$ cat src/rtl/pctd_pkg.sv
// Shared types, codes and default sizes for the prefix code table decoder.
`timescale 1ns / 1ps

package pctd_pkg;

   localparam int TABLE_ENTRIES_DEFAULT = 256;
   localparam int MAX_CODE_LEN_DEFAULT  = 32;

   // Item operation codes.
   localparam logic [1:0] OP_LOAD = 2'd0;
   localparam logic [1:0] OP_BIT  = 2'd1;
   localparam logic [1:0] OP_EOL  = 2'd2;

   // Result kind codes.
   localparam logic [1:0] KIND_SYMBOL   = 2'd0;
   localparam logic [1:0] KIND_LINE_END = 2'd1;
   localparam logic [1:0] KIND_OVERFLOW = 2'd2;

   typedef struct packed {
      logic [1:0]  op;
      logic [7:0]  entry_index;
      logic [7:0]  entry_symbol;
      logic [31:0] entry_code;
      logic [5:0]  entry_length;
      logic        code_bit;
   } req_type;

   typedef struct packed {
      logic [1:0] kind;
      logic [7:0] symbol;
      logic [5:0] leftover_bits;
   } rsp_type;

   // One code table entry as stored in the table memory.
   typedef struct packed {
      logic [7:0]  symbol;
      logic [31:0] code;
      logic [5:0]  length;
   } entry_type;

   // Result handed from the sequencer to the output register.
   typedef struct packed {
      logic    valid;
      rsp_type data;
   } result_type;

endpackage

$ cat src/rtl/pctd_seq.sv
// Sequencer: pending code buffer, table scan and result formation.
`timescale 1ns / 1ps

module pctd_seq #(
   parameter int TABLE_ENTRIES = pctd_pkg::TABLE_ENTRIES_DEFAULT,
   parameter int MAX_CODE_LEN  = pctd_pkg::MAX_CODE_LEN_DEFAULT,
   localparam int IDX_W = $clog2(TABLE_ENTRIES)
) (
   input  logic                 clock,
   input  logic                 reset,
   input  logic                 item_valid,
   input  pctd_pkg::req_type    item,
   output logic                 busy,
   output logic                 rd_en,
   output logic [IDX_W-1:0]     rd_idx,
   input  pctd_pkg::entry_type  rd_entry,
   output pctd_pkg::result_type result,
   input  logic                 result_take
);
   import pctd_pkg::*;

   localparam int W     = MAX_CODE_LEN;
   localparam int CNT_W = $clog2(MAX_CODE_LEN + 1);
   localparam int CMP_W = (CNT_W > 6) ? CNT_W : 6;
   localparam logic [IDX_W-1:0] LAST_IDX = IDX_W'(TABLE_ENTRIES - 1);
   localparam logic [CNT_W-1:0] MAX_CNT  = CNT_W'(MAX_CODE_LEN);

   typedef enum logic [1:0] {
      ST_IDLE,
      ST_SCAN,
      ST_RESULT
   } state_type;

   state_type         state_ff, state_in;
   logic [W-1:0]      pend_ff, pend_in;
   logic [W-1:0]      mask_ff, mask_in;
   logic [CNT_W-1:0]  cnt_ff, cnt_in;
   logic [IDX_W-1:0]  addr_ff, addr_in;
   logic              issue_done_ff, issue_done_in;
   logic              chk_ff, chk_in;
   logic              chk_last_ff, chk_last_in;
   rsp_type           res_ff, res_in;
   logic [W:0]        shifted;
   logic [W-1:0]      code_ext;
   logic              hit;

   assign busy   = (state_ff != ST_IDLE);
   assign rd_en  = (state_ff == ST_SCAN) && !issue_done_ff;
   assign rd_idx = addr_ff;

   assign result.valid = (state_ff == ST_RESULT);
   assign result.data  = res_ff;

   assign shifted  = {pend_ff, item.code_bit};
   assign code_ext = W'(rd_entry.code);

   // The buffer holds only cnt_ff bits, so an equal length plus equal masked
   // code means an exact match; length zero can never equal a nonzero count.
   assign hit = chk_ff
      && (CMP_W'(rd_entry.length) == CMP_W'(cnt_ff))
      && (((code_ext ^ pend_ff) & mask_ff) == '0);

   always_comb begin
      state_in      = state_ff;
      pend_in       = pend_ff;
      mask_in       = mask_ff;
      cnt_in        = cnt_ff;
      addr_in       = addr_ff;
      issue_done_in = issue_done_ff;
      chk_in        = 1'b0;
      chk_last_in   = 1'b0;
      res_in        = res_ff;
      unique case (state_ff)
         ST_IDLE: begin
            if (item_valid && (item.op == OP_BIT)) begin
               pend_in       = shifted[W-1:0];
               cnt_in        = cnt_ff + CNT_W'(1);
               mask_in       = ~({W{1'b1}} << (cnt_ff + CNT_W'(1)));
               addr_in       = '0;
               issue_done_in = 1'b0;
               state_in      = ST_SCAN;
            end else if (item_valid && (item.op == OP_EOL)) begin
               res_in.kind          = KIND_LINE_END;
               res_in.symbol        = '0;
               res_in.leftover_bits = 6'(cnt_ff);
               pend_in              = '0;
               cnt_in               = '0;
               state_in             = ST_RESULT;
            end
         end
         ST_SCAN: begin
            if (!issue_done_ff) begin
               chk_in      = 1'b1;
               chk_last_in = (addr_ff == LAST_IDX);
               if (addr_ff == LAST_IDX) begin
                  issue_done_in = 1'b1;
               end else begin
                  addr_in = addr_ff + IDX_W'(1);
               end
            end
            if (hit) begin
               res_in.kind          = KIND_SYMBOL;
               res_in.symbol        = rd_entry.symbol;
               res_in.leftover_bits = '0;
               pend_in              = '0;
               cnt_in               = '0;
               chk_in               = 1'b0;
               state_in             = ST_RESULT;
            end else if (chk_ff && chk_last_ff) begin
               if (cnt_ff == MAX_CNT) begin
                  res_in.kind          = KIND_OVERFLOW;
                  res_in.symbol        = '0;
                  res_in.leftover_bits = 6'(cnt_ff);
                  pend_in              = '0;
                  cnt_in               = '0;
                  state_in             = ST_RESULT;
               end else begin
                  state_in = ST_IDLE;
               end
            end
         end
         ST_RESULT: begin
            if (result_take) begin
               state_in = ST_IDLE;
            end
         end
         default: begin
            state_in = ST_IDLE;
         end
      endcase
   end

   always_ff @(posedge clock) begin
      if (reset) begin
         state_ff      <= ST_IDLE;
         pend_ff       <= '0;
         cnt_ff        <= '0;
         issue_done_ff <= 1'b0;
         chk_ff        <= 1'b0;
         chk_last_ff   <= 1'b0;
      end else begin
         state_ff      <= state_in;
         pend_ff       <= pend_in;
         cnt_ff        <= cnt_in;
         issue_done_ff <= issue_done_in;
         chk_ff        <= chk_in;
         chk_last_ff   <= chk_last_in;
      end
      mask_ff <= mask_in;
      addr_ff <= addr_in;
      res_ff  <= res_in;
   end

endmodule

$ cat config.mk
export PLATFORM = sky130hd
export DESIGN_NAME = pctd_seq
export DESIGN_NICKNAME = d
export VERILOG_FILES = /design/src/rtl/pctd_pkg.sv /design/src/rtl/pctd_seq.sv
export SDC_FILE = /design/constraint.sdc
export NUM_CORES = 1
export LEC_CHECK = 0
export BUFFER_PORTS_ARGS = -buffer_cell sky130_fd_sc_hd__buf_4
export CORE_UTILIZATION = 25
export DETAILED_ROUTE_END_ITERATION = 10
export HOLD_SLACK_MARGIN = 0.1
export PLACE_DENSITY = 0.48
export SLEW_MARGIN = 15
export SYNTH_ARGS = -nofsm -noshare
export SYNTH_HDL_FRONTEND = slang
export SYNTH_SLANG_ARGS = --single-unit
$ cat constraint.sdc
create_clock -name clock -period 8.31 [get_ports clock]
set_clock_uncertainty 0.2 [all_clocks]
set_input_delay 2.493 -clock clock [delete_from_list [all_inputs] [get_ports clock]]
set_output_delay 2.493 -clock clock [all_outputs]
set_load 0.02 [all_outputs]
; After elaboration in Yosys (flattened, before gate mapping)
; Cells that the tools add are included.
[totals]
reg_bits = 99
input_bits = 107
out_inout_bits = 27
wordCells = 87
[classes]
n_addsub = 2
eq_ne = 16
shift = 1
n_mux = 34
bitwise = 4
reduce_logical = 19
[op_table]
columns = op, n
row1 = $mux W32, 5
row2 = $mux W16, 5
row3 = $pmux W32 S2, 1
row4 = $and A32 B32 Y32, 1
row5 = $logic_not A32 Y1, 1
row6 = $not A32 Y32, 1
row7 = $pmux W16 S2, 1
row8 = $shl A32 B6 Y32 const A, 1
row9 = $xor A32 B32 Y32, 1
row10 = $mux W6, 5
row11 = $mux W8, 3
row12 = $pmux W8 S2, 1
row13 = $mux W2, 6
row14 = $pmux W6 S2, 1
row15 = $ne A2 B2 Y1 const B, 5
row16 = $add A8 B1 Y8 const B, 1
row17 = $eq A8 B8 Y1 const B, 1
row18 = $reduce_and A4 Y1, 2
row19 = $add A6 B1 Y6 const B, 1
row20 = $eq A6 B6 Y1, 1
row21 = $eq A6 B6 Y1 const B, 1
row22 = $logic_and A1 B1 Y1, 6
row23 = $ne A3 B2 Y1 const B, 2
row24 = $pmux W2 S3, 1
row25 = other kinds (14), 22

; Depth between registers and ports, before layout
; Gate-level depths: netlist of run 1.
[depth]
ltp_word = 6
mapped_depth = 9
ltp_nobuf = 7

; Least setup slack after synthesis of run 1
; Ideal clock, no wire load.
[synth_timing]
path_type = input to register
from = input port rd_entry[6] (netlist name)
to = register res_ff, in the netlist result[0], enable pin
setup_time_ns = 0.373
arrival_time_ns = 4.069
required_ns = 7.737
slack_ns = 3.668
stages = 8
n_path_buf = 2
path_cell_list = xor2_1 -> a22oi_1 -> nand4_1 -> nor4_4 -> and2_1 -> buf_2 -> buf_4 -> o21a_1
[synth_between]
elab_chain_cells = 6
elab_cells_between_ends = 7
cone_classes = eq/ne: 2 / bitwise: 2 / reduce/logical: 3
[synth_lines]
columns = element, line
row1 = start: declaration, pctd_seq.sv:16  ; input pctd_pkg::entry_type rd_entry,
row2 = $xor A32 B32 Y32 *, pctd_seq.sv:61  ; && (((code_ext ^ pend_ff) & mask_ff) == '0);
row3 = $and A32 B32 Y32 *, pctd_seq.sv:61
row4 = $logic_not A32 Y1 *, pctd_seq.sv:61
row5 = $logic_and A1 B1 Y1 *, pctd_seq.sv:61
row6 = $ne A3 B2 Y1 (no line), n/a
row7 = $reduce_and A5 Y1 (no line) *, n/a
row8 = end signal: assignment, pctd_seq.sv:151  ; res_ff <= res_in;
row9 = end: declaration, pctd_seq.sv:42  ; rsp_type res_ff, res_in;
; Every way passes the cells marked *; elsewhere a longest branch is shown, timed or not.
; A chain may end at the register's enable or synchronous reset.

; Final worst setup path of run 1
[layout_timing]
from = input port rd_entry[37] (netlist name)
to = register res_ff, in the netlist result[2], enable pin
; Same word-level chain as after synthesis.

==> results.sh, run 1 <==
export IMPL_status="completed"
export IMPL_fin_setup_tns_ns=0
export IMPL_r2r_end="result[2]"
export IMPL_finalWeightedCongestion=0.761
export IMPL_worst_slew_pin_slew_ns=0.813
export IMPL_critPathKind="input pin to flop"
export IMPL_cts_root_buf="clkbuf_16"
export IMPL_postSynth_asyncResetShare=0
export IMPL_cp_required_ns=8.09
export IMPL_grt_max_degree=39
export IMPL_ioPinCount=134
export IMPL_synthAdderAreaFrac=0.0173
export IMPL_slowest_delay_ns=0.72
export IMPL_finalCritPeriodShare=0.610
export IMPL_clk_pin_slew_ns=0.07
export IMPL_fp_dieH_um=134
export IMPL_synth_top_area_frac=0.387
export IMPL_cp_cell_sequence="buf_4 -> xor2_1 -> a22oi_1 -> nand4_1 -> nor3_2 -> and2_1 -> o21a_1"
export IMPL_synth_edf_count=56
export IMPL_postCtsHoldBufs=0
export IMPL_clockBufferDepth=2
export IMPL_postSynthAreaPerCell_um2=12.1
export IMPL_cts_tree="built"
export IMPL_seq_area_frac_synth=0.584
export IMPL_grt_antenna_before_repair=0
export IMPL_power_mw=1.05
export IMPL_dp_hpwl_mm=7.28
export IMPL_start_kind="input pin"
export IMPL_vias_per_cell=4.48
export IMPL_htreeDepth=3
export IMPL_finalWorstSetupSlack_ns=3.24
export IMPL_syn_inst=359
export IMPL_muxShareOfSynthArea=0.00259
export IMPL_synth_compound_area_frac=0.161
export IMPL_grt_total_usage=0.120
export IMPL_multi_input_area_mm2=0.00165
export IMPL_drc=0
export IMPL_r2r_start="cnt_ff[3]"
export IMPL_slew_violations=0
export IMPL_pre_cts_slack_ns=2.81
export IMPL_ant_nets=0
export IMPL_cp_end_kind="flop"
export IMPL_first_pass_iters=5
export IMPL_drive_gt1_frac=0.249
export IMPL_critical_path_top_delay_family="simple AND/OR/NAND/NOR gates"
export IMPL_cp_max_fo=18
export IMPL_start_util=0.260
export IMPL_yosysTopAreaCell="edfxtp_1"
export IMPL_cp_num_buf_inv=1
export IMPL_ir_worst_vdd_uv=114
export IMPL_placed_cell_area_mm2=0.00512
export IMPL_power_density_mw_per_mm2=194
export IMPL_wl_mm=10.2
export IMPL_setup_viol=0
export IMPL_core_area_mm2=0.0168
export IMPL_grt_overflow_total=0
export IMPL_slew_headroom=0.458
export IMPL_syn2layout_area_growth_pct=24.8
export IMPL_min_delay_start="issue_done_ff"
export IMPL_place_port_buffers=79
export IMPL_postCtsSetupBuffers=0
export IMPL_seqCellArea_mm2=0.00254
export IMPL_grt_pass1_vias=2960
export IMPL_clock_fmax_mhz=197
export IMPL_ys_ff_latch=99
export IMPL_synthFlopType="edfxtp_1"
export IMPL_fillers=1677
export IMPL_die_area_mm2=0.0179
export IMPL_final_nets=546
export IMPL_rows=47
export IMPL_fin_crit_ns=5.07
export IMPL_hold_path_endpoint="issue_done_ff"
export IMPL_rsz0062_at_grt="no"
export IMPL_synth_distinct_cells=42
export IMPL_crit_arrival_ns=4.85
export IMPL_worstRegToRegCells=5
export IMPL_placed_cells=642
export IMPL_synth_top_family_by_area="compound AO/OA/AOI/OAI gates"
export IMPL_fin_cells=658
export IMPL_syn_nets=472
export IMPL_cts_made_buffers=9
export IMPL_maxCapViolations=0
export IMPL_crit_slowest_cell="o21a_1"
export IMPL_die_x_um=134
export IMPL_netlist_area_mm2=0.00435
export IMPL_yosys_area_share_simple=0.0998
export IMPL_fin_area_mm2=0.00543
export IMPL_first_iter_violations=123
export IMPL_wl_per_cell_um=15.5
export IMPL_grt_pass1_wl_mm=16.2
export IMPL_clock_latency_ns=0.35
export IMPL_hold_path_depth=2
export IMPL_r2r_setup_slack_ns=5.13
export IMPL_clkSinkCount=99
export IMPL_synthTopCellsByArea="edfxtp_1, dfxtp_1, xor2_1, a22o_1, a22oi_1"
export IMPL_hold_viol=0
export IMPL_cts_resized=0
export IMPL_hold_path_class="flop to flop"
export IMPL_p_leak_nw=2.26
export IMPL_antennaDiodeCount=0
export IMPL_vias=2947
export IMPL_yosys_warnings=0
export IMPL_synth_xor_area_frac=0.0966
==> sequential cells by signal, summed over array words and instances, names as in the netlist <==
register / cells
pend_ff: 32
rd_idx: 8
mask_ff: 32
chk_last_ff: 1
chk_ff: 1
result: 16
cnt_ff: 6
state_ff: 2
issue_done_ff: 1
==> synth_stat cells (9+ instances only) <==
cell,number
edfxtp_1,56
dfxtp_1,43
xor2_1,39
a22o_1,36
a21oi_1,18
a22oi_1,16
nand2_1,15
nor2_1,14
o21ai_0,14
inv_1,13
and3_1,12
nand3_1,9
xnor2_1,9
==> power breakdown <==
| part | total (mW) | switching, mW | leakage (nW) | internal, mW |
|---|---|---|---|---|
| Sequential | 0.536 | 0.00701 | 0.874 | 0.529 |
| Clock | 0.426 | 0.198 | 0.153 | 0.227 |
| Combinational | 0.0899 | 0.0502 | 1.23 | 0.0397 |
==> stage by stage <==
stage,hold slack (ns),util
CTS,0.286,0.324
global route,0.334,0.324
global placement,0.259,0.306
finish,0.289,0.324
floorplan,0.248,-
detailed placement,0.270,0.306
==> worst register-to-register path, stage by stage (launching register included) <==
cell and delay (ns):
dfxtp_1 0.63, xnor2_1 0.18, nand4_1 0.17, nor4_4 0.34
and2_1 0.57, o21a_1 0.72
==> worst max-delay path by stage <==
stage / to / from / cells after the start
CTS: result[2] / rd_entry[20] / 7
finish: result[2] / rd_entry[37] / 7
global placement: result[7] / rd_entry[20] / 7
detailed placement: result[10] / rd_entry[20] / 7
floorplan: result[0] / rd_entry[6] / 8
global route: result[3] / rd_entry[37] / 7
==> area by class of cell <==
class                           count  area share
Timing Repair Buffer               81       0.112
Inverter                           14     0.00968
Sequential cell                    99       0.468
Clock buffer                       10      0.0461
Tap cell                          220      0.0507
Clock inverter                      6      0.0101
Multi-Input combinational cell    228       0.303
==> cell families after synthesis <==
group                      Yosys count
DFF                                 99
AOI/OAI and AO/OA                   96
and+or+nand+nor                     77
xor gates and xnor gates            48
buffers and inverters               32
adders and majority gates            6
muxes                                1
==> per-layer routing <==
layer,track usage,part of all wire,up-vias
li1,-,-,1463
met1,0.161,0.47,1386
met2,0.179,0.45,92
met3,0.0431,0.075,6
met4,0.0341,0.0099,0
met5,0,0,-
==> placed cells by master, fill, tap and decap left out, types with 2 or more instances in the layout <==
cell / n
clkbuf_16: 10
clkinv_2: 2
inv_6: 2
nor2b_1: 2
dfxtp_1: 43
and3_1: 12
a22oi_1: 16
a22o_1: 36
buf_4: 81
a21oi_1: 18
a21boi_0: 4
xnor2_1: 9
ha_1: 6
o21ai_0: 14
nor3_1: 2
nand4_1: 5
inv_1: 12
edfxtp_1: 56
and2_1: 4
nand2b_1: 2
or2_2: 3
xor2_1: 39
inv_2: 2
nand2_1: 15
nor2_1: 14
nand3_1: 9
or3_1: 3
Note: power is estimated with default switching activity, not from simulation.
==> inputs of run 2 (changes only) <==
--- a/config.mk
+++ b/config.mk
@@ -9,7 +9,7 @@
 export CORE_UTILIZATION = 25
 export DETAILED_ROUTE_END_ITERATION = 10
 export HOLD_SLACK_MARGIN = 0.1
-export PLACE_DENSITY = 0.48
+export PLACE_DENSITY = 0.49
 export SLEW_MARGIN = 15
 export SYNTH_ARGS = -nofsm -noshare
 export SYNTH_HDL_FRONTEND = slang
==> constraint.sdc (replaced) <==
create_clock -name clock -period 4.6 [get_ports clock]
set_clock_uncertainty 0.2 [all_clocks]
set_input_delay 1.38 -clock clock [delete_from_list [all_inputs] [get_ports clock]]
set_output_delay 1.38 -clock clock [all_outputs]
set_load 0.02 [all_outputs]
==> run 2 against run 1 <==
- sequential power grew 81%
- largest power group unchanged
- design area rose by 0.25%
- critical endpoint is now result[10]
- clock power is 75% higher
- non-clock buffer count rose by 3
==> results.sh, run 2 (same netlist as run 1, synthesis figures left out) <==
export IMPL_power_switching_uw=433
export IMPL_fin_crit_ns=3.46
export IMPL_fin_setup_tns_ns=0
export IMPL_r2r_start="cnt_ff[3]"
export IMPL_worst_slew_pin_slew_ns=0.836
export IMPL_ir_worst_vdd_uv=166
export IMPL_antennaDiodeCount=0
export IMPL_path_common_cell="buf_4"
export IMPL_final_cell_mix="buf_4, edfxtp_1, dfxtp_1"
export IMPL_combPwrFrac=0.088
export IMPL_ant_nets=0
export IMPL_crit_arrival_ns=3.30
export IMPL_start_kind="input pin"
export IMPL_slowest_delay_ns=0.38
export IMPL_grt_pass1_wl_mm=15.9
export IMPL_cts_root_buf="clkbuf_16"
export IMPL_intPower_mw=1.45
export IMPL_final_nets=549
export IMPL_p_leak_nw=2.27
export IMPL_cts_tree="built"
export IMPL_clock_latency_ns=0.35
export IMPL_worstRegToRegCells=6
export IMPL_status="completed"
export IMPL_layout_commonest_cell="buf_4"
export IMPL_clkSinkCount=99
export IMPL_cts_resized=0
export IMPL_r2r_setup_slack_ns=1.79
export IMPL_postCtsSetupBuffers=0
export IMPL_netSwitchingFraction=0.230
export IMPL_rsz0062_at_grt="no"
export IMPL_hold_viol=0
export IMPL_r2r_end="mask_ff[24]"
export IMPL_placed_cells=645
export IMPL_clockBufferDepth=2
export IMPL_syn2layout_area_growth_pct=25.1
export IMPL_crit_slowest_cell="nor3_2"
export IMPL_wl_mm=10.1
export IMPL_vias=2946
export IMPL_cp_cell_sequence="buf_4 -> xor2_1 -> a22oi_1 -> nand4_1 -> nor3_2 -> and2_1 -> buf_4 -> o21a_1 -> buf_4"
export IMPL_critPathKind="input pin to flop"
export IMPL_first_iter_violations=131
export IMPL_core_area_mm2=0.0168
export IMPL_clk_pin_slew_ns=0.07
export IMPL_dp_hpwl_mm=7.27
export IMPL_drive_gt1_frac=0.247
export IMPL_setup_viol=0
export IMPL_grt_max_degree=39
export IMPL_die_area_mm2=0.0179
export IMPL_finalWeightedCongestion=0.754
export IMPL_grt_overflow_total=0
export IMPL_cts_made_buffers=9
export IMPL_grt_total_usage=0.118
export IMPL_first_pass_iters=5
export IMPL_vias_per_cell=4.46
export IMPL_ioPinCount=134
export IMPL_rows=47
export IMPL_cp_end_kind="flop"
export IMPL_postCtsHoldBufs=0
export IMPL_hold_path_endpoint="issue_done_ff"
export IMPL_min_delay_start="issue_done_ff"
export IMPL_drc=0
export IMPL_die_x_um=134
export IMPL_maxCapViolations=0
export IMPL_clock_fmax_mhz=289
export IMPL_slew_violations=0
export IMPL_fp_dieH_um=134
export IMPL_grt_antenna_before_repair=0
export IMPL_fin_cells=661
export IMPL_start_util=0.260
export IMPL_wl_per_cell_um=15.3
export IMPL_place_port_buffers=79
export IMPL_clkPwrFrac=0.397
export IMPL_power_density_mw_per_mm2=345
export IMPL_finalCritPeriodShare=0.753
export IMPL_htreeDepth=3
export IMPL_slew_headroom=0.443
export IMPL_cp_max_fo=18
export IMPL_hold_path_depth=2
export IMPL_hold_path_class="flop to flop"
export IMPL_grt_pass1_vias=2946
export IMPL_p_seq_frac=0.515
export IMPL_cp_required_ns=4.43
[run 2: cell types whose count changed in the layout (fill, tap and decap cells not counted), sizes merged]
cell	delta
clkinv	-2
clkbuf	+2
inv	-1
clkinvlp	+1
buf	+3
[run 2: layout make-up]
cell class	count	area [µm²]
clock buffer	12	268
clock inverter	4	28.8
fill	1709	11300
inverter	14	52.6
multi-input combinational	228	1650
sequential	99	2540
tap	220	275
timing repair buffer	84	631
[run 2: worst max-delay path by stage]
stage | start | endpoint | slack [ns] | depth (start not counted)
2_1_floorplan | rd_entry[6] | result[0] | 1.07 | 8
3_3_place_gp | rd_entry[20] | result[10] | 0.79 | 9
3_5_place_dp | rd_entry[20] | result[10] | 0.75 | 9
4_1_cts | rd_entry[20] | result[10] | 1.11 | 9
5_1_grt | rd_entry[20] | result[10] | 1.02 | 9
6_report | rd_entry[20] | result[10] | 1.14 | 9
[run 2: layer usage]
| metal | up-vias | part of all wire | track usage |
|---|---|---|---|
| li1 | 1478 | - | - |
| met1 | 1397 | 0.48 | 0.157 |
| met2 | 63 | 0.46 | 0.182 |
| met3 | 8 | 0.044 | 0.0325 |
| met4 | 0 | 0.013 | 0.0417 |
| met5 | - | 0 | 0 |
[run 2: worst max-delay path, delay by kind of cell]
kind            cells  cell delay (ns)
compound gates      2             0.42
buf+inv             3             0.57
simple gates        3             0.75
xor+xnor            1             0.16
[run 2: metrics by stage]
step                worst slack [ns]  total power [mW]  cell area [µm²]   util  hold slack [ns]
CTS                             1.11              1.91             5440  0.325            0.285
global placement               0.794              1.15             5150  0.307            0.260
detailed placement             0.745              1.16             5150  0.307            0.269
finish                          1.14              1.88             5440  0.325            0.282
global route                    1.02              1.95             5440  0.325            0.310
floorplan                       1.07              1.07             4350      -            0.248
[run 2: power by group through the flow]
stage,clock network [mW],logic (mW),registers (mW)
after global routing,0.802,0.180,0.970
after detailed placement,0,0.167,0.988
final,0.745,0.165,0.968
after global placement,0,0.167,0.987
after floorplan,0,0.0722,1.00
after CTS,0.770,0.168,0.968
==> inputs of run 3 (changes only) <==
--- a/config.mk
+++ b/config.mk
@@ -5,11 +5,12 @@
 export SDC_FILE = /design/constraint.sdc
 export NUM_CORES = 1
 export LEC_CHECK = 0
+export ABC_AREA = 1
 export BUFFER_PORTS_ARGS = -buffer_cell sky130_fd_sc_hd__buf_4
 export CORE_UTILIZATION = 25
 export DETAILED_ROUTE_END_ITERATION = 10
 export HOLD_SLACK_MARGIN = 0.1
-export PLACE_DENSITY = 0.49
+export PLACE_DENSITY = 0.48
 export SLEW_MARGIN = 15
 export SYNTH_ARGS = -nofsm -noshare
 export SYNTH_HDL_FRONTEND = slang
==> constraint.sdc (replaced) <==
create_clock -name clock -period 2.9 [get_ports clock]
set_clock_uncertainty 0.2 [all_clocks]
set_input_delay 0.87 -clock clock [delete_from_list [all_inputs] [get_ports clock]]
set_output_delay 0.87 -clock clock [all_outputs]
set_load 0.02 [all_outputs]
==> run 3 against run 2 <==
- combinational power rose to 6.8 times the previous value
- wire length is 29% higher
- design area grew 19%
- area after synthesis rose by 17%
- final cell count rose by 62%
- core utilization increased by 0.46 points
==> results.sh, run 3 <==
export IMPL_cts_root_buf="clkbuf_16"
export IMPL_critPathKind="input pin to flop"
export IMPL_postSynth_asyncResetShare=0
export IMPL_die_x_um=144
export IMPL_yosysTopAreaCell="edfxtp_1"
export IMPL_syn_nets=815
export IMPL_fin_setup_tns_ns=0
export IMPL_placed_cell_area_mm2=0.00618
export IMPL_fin_crit_ns=2.68
export IMPL_critical_path_top_delay_family="simple AND/OR/NAND/NOR gates"
export IMPL_maxCapViolations=0
export IMPL_wl_mm=13.0
export IMPL_start_util=0.258
export IMPL_worst_slew_pin_slew_ns=0.471
export IMPL_final_cell_mix="nand2_1, nor2_1, buf_4"
export IMPL_die_area_mm2=0.0209
export IMPL_ant_nets=0
export IMPL_syn_inst=702
export IMPL_cts_tree="built"
export IMPL_hold_ws_ns=0.245
export IMPL_place_port_buffers=79
export IMPL_synthFlopType="edfxtp_1"
export IMPL_first_pass_iters=4
export IMPL_critPathLaunch="rd_entry[37]"
export IMPL_postCtsSetupBuffers=0
export IMPL_slowest_delay_ns=0.21
export IMPL_postCtsHoldBufs=0
export IMPL_cp_cell_sequence="buf_4 -> nor2_1 -> nor2_1 -> nand2_1 -> nand2_1 -> nor2_1 -> nand2_1 -> nor2_1 -> nand3_2 -> nand3_1 -> nand2_1 -> inv_1 -> nand3_1 -> inv_1 -> buf_12"
export IMPL_clk_pin_slew_ns=0.07
export IMPL_cts_resized=0
export IMPL_grt_pass1_wl_mm=20.7
export IMPL_ys_ff_latch=99
export IMPL_cts_made_buffers=9
export IMPL_grt_total_usage=0.132
export IMPL_fin_cells=1073
export IMPL_fp_dieH_um=144
export IMPL_fillers=2177
export IMPL_dp_hpwl_mm=9.78
export IMPL_r2r_start="pend_ff[0]"
export IMPL_synth_top_cells_by_count="nand2_1, nor2_1, inv_1, edfxtp_1, dfxtp_1"
export IMPL_crit_slowest_cell="nor2_1"
export IMPL_ir_worst_vdd_uv=199
export IMPL_grt_overflow_total=0
export IMPL_rows=51
export IMPL_synth_top_area_frac=0.332
export IMPL_first_iter_violations=300
export IMPL_drc=0
export IMPL_start_kind="input pin"
export IMPL_crit_arrival_ns=2.54
export IMPL_min_delay_start="issue_done_ff"
export IMPL_fin_area_mm2=0.00647
export IMPL_cp_num_buf_inv=4
export IMPL_slew_violations=0
export IMPL_clock_fmax_mhz=373
export IMPL_hold_path_class="flop to flop"
export IMPL_vias=4370
export IMPL_rsz0062_at_grt="no"
export IMPL_final_nets=916
export IMPL_cp_required_ns=2.76
export IMPL_p_leak_nw=2.95
export IMPL_clockBufferDepth=2
export IMPL_grt_max_degree=40
export IMPL_drive_gt1_frac=0.161
export IMPL_finalCritPeriodShare=0.925
export IMPL_netlist_area_mm2=0.00507
export IMPL_r2r_setup_slack_ns=0.48
export IMPL_setup_viol=0
export IMPL_yosysMostFrequentCell="nand2_1"
export IMPL_clock_latency_ns=0.35
export IMPL_synth_edf_count=56
export IMPL_grt_pass1_vias=3988
export IMPL_seq_area_frac_synth=0.501
export IMPL_synth_distinct_cells=30
export IMPL_yosys_warnings=0
export IMPL_finalWeightedCongestion=0.833
export IMPL_slew_headroom=0.683
export IMPL_ioPinCount=134
export IMPL_grt_antenna_before_repair=0
export IMPL_cp_end_kind="flop"
export IMPL_antennaDiodeCount=0
export IMPL_synthTopCellsByArea="edfxtp_1, dfxtp_1, nand2_1, nor2_1, inv_1"
export IMPL_status="completed"
export IMPL_hold_viol=0
export IMPL_core_area_mm2=0.0197
export IMPL_postSynthAreaPerCell_um2=7.22
export IMPL_syn2layout_area_growth_pct=27.7
export IMPL_cp_max_fo=16
export IMPL_vias_per_cell=4.07
export IMPL_placed_cells=1057
export IMPL_power_density_mw_per_mm2=647
export IMPL_layout_commonest_cell="nand2_1"
export IMPL_wl_per_cell_um=12.1
export IMPL_htreeDepth=3
export IMPL_clkSinkCount=99
[run 3: changes by cell type after synthesis, sizes merged, moves of 5 or more]
cell    change
xnor2       -8
nor2      +129
a22o       -36
nand3      +33
and3       -12
nand4       +5
clkbuf      +5
nand2     +214
inv        +89
a22oi      -16
xor2       -38
[run 3: final cells by class]
type | count | area (µm²) | area share
clock inverter | 4 | 50.0 | 0.00773
clock buffer | 12 | 246 | 0.0381
timing repair buffer | 109 | 868 | 0.134
inverter | 104 | 390 | 0.0603
multi-input combinational | 480 | 2040 | 0.316
tap | 265 | 332 | 0.0512
sequential | 99 | 2540 | 0.393
[run 3: path summary, 6_finish.rpt]
| kind | endpoint | depth (start not counted) |
|---|---|---|
| worst max-delay path | result[10] | 15 |
| worst min register to register | chk_last_ff | 1 |
| worst min-delay path | chk_last_ff | 1 |
| worst max register to register | result[10] | 13 |
[run 3: cells by family after synthesis]
kind of cell	after synthesis	share of synthesized area
adders and majority gates	6	0.0148
DFF	99	0.501
AOI/OAI and AO/OA	35	0.0360
xor gates and xnor gates	2	0.00345
and+or+nand+nor	437	0.346
buffers and inverters	123	0.0984
[run 3: layer usage]
| metal | global-route usage | wire, µm |
|---|---|---|
| met3 | 0.0281 | 452 |
| met2 | 0.203 | 5970 |
| met1 | 0.182 | 6460 |
| met4 | 0.0449 | 146 |
| met5 | 0 | 0 |
[run 3: per-stage QoR]
stage	worst slack, ns	utilization	total power, mW
after CTS	0.217	0.329	4.24
after global routing	0.0698	0.329	4.48
after global placement	-0.130	0.314	2.99
after detailed placement	-0.152	0.314	3.00
final	0.219	0.329	4.19
after floorplan	0.159	-	2.57
[run 3: power by group]
group | total, mW | internal [mW] | leakage [nW] | switching (mW)
Combinational | 1.12 | 0.435 | 1.93 | 0.683
Sequential | 1.84 | 1.71 | 0.876 | 0.132
Clock | 1.23 | 0.693 | 0.139 | 0.538
Total | 4.19 | 2.84 | 2.95 | 1.35
[run 3: worst register-to-register path, delay by kind of cell (launching register included)]
family                 cells  cell delay, ns
buffers and inverters      3            0.33
DFF                        1            0.38
and+or+nand+nor           10            1.21
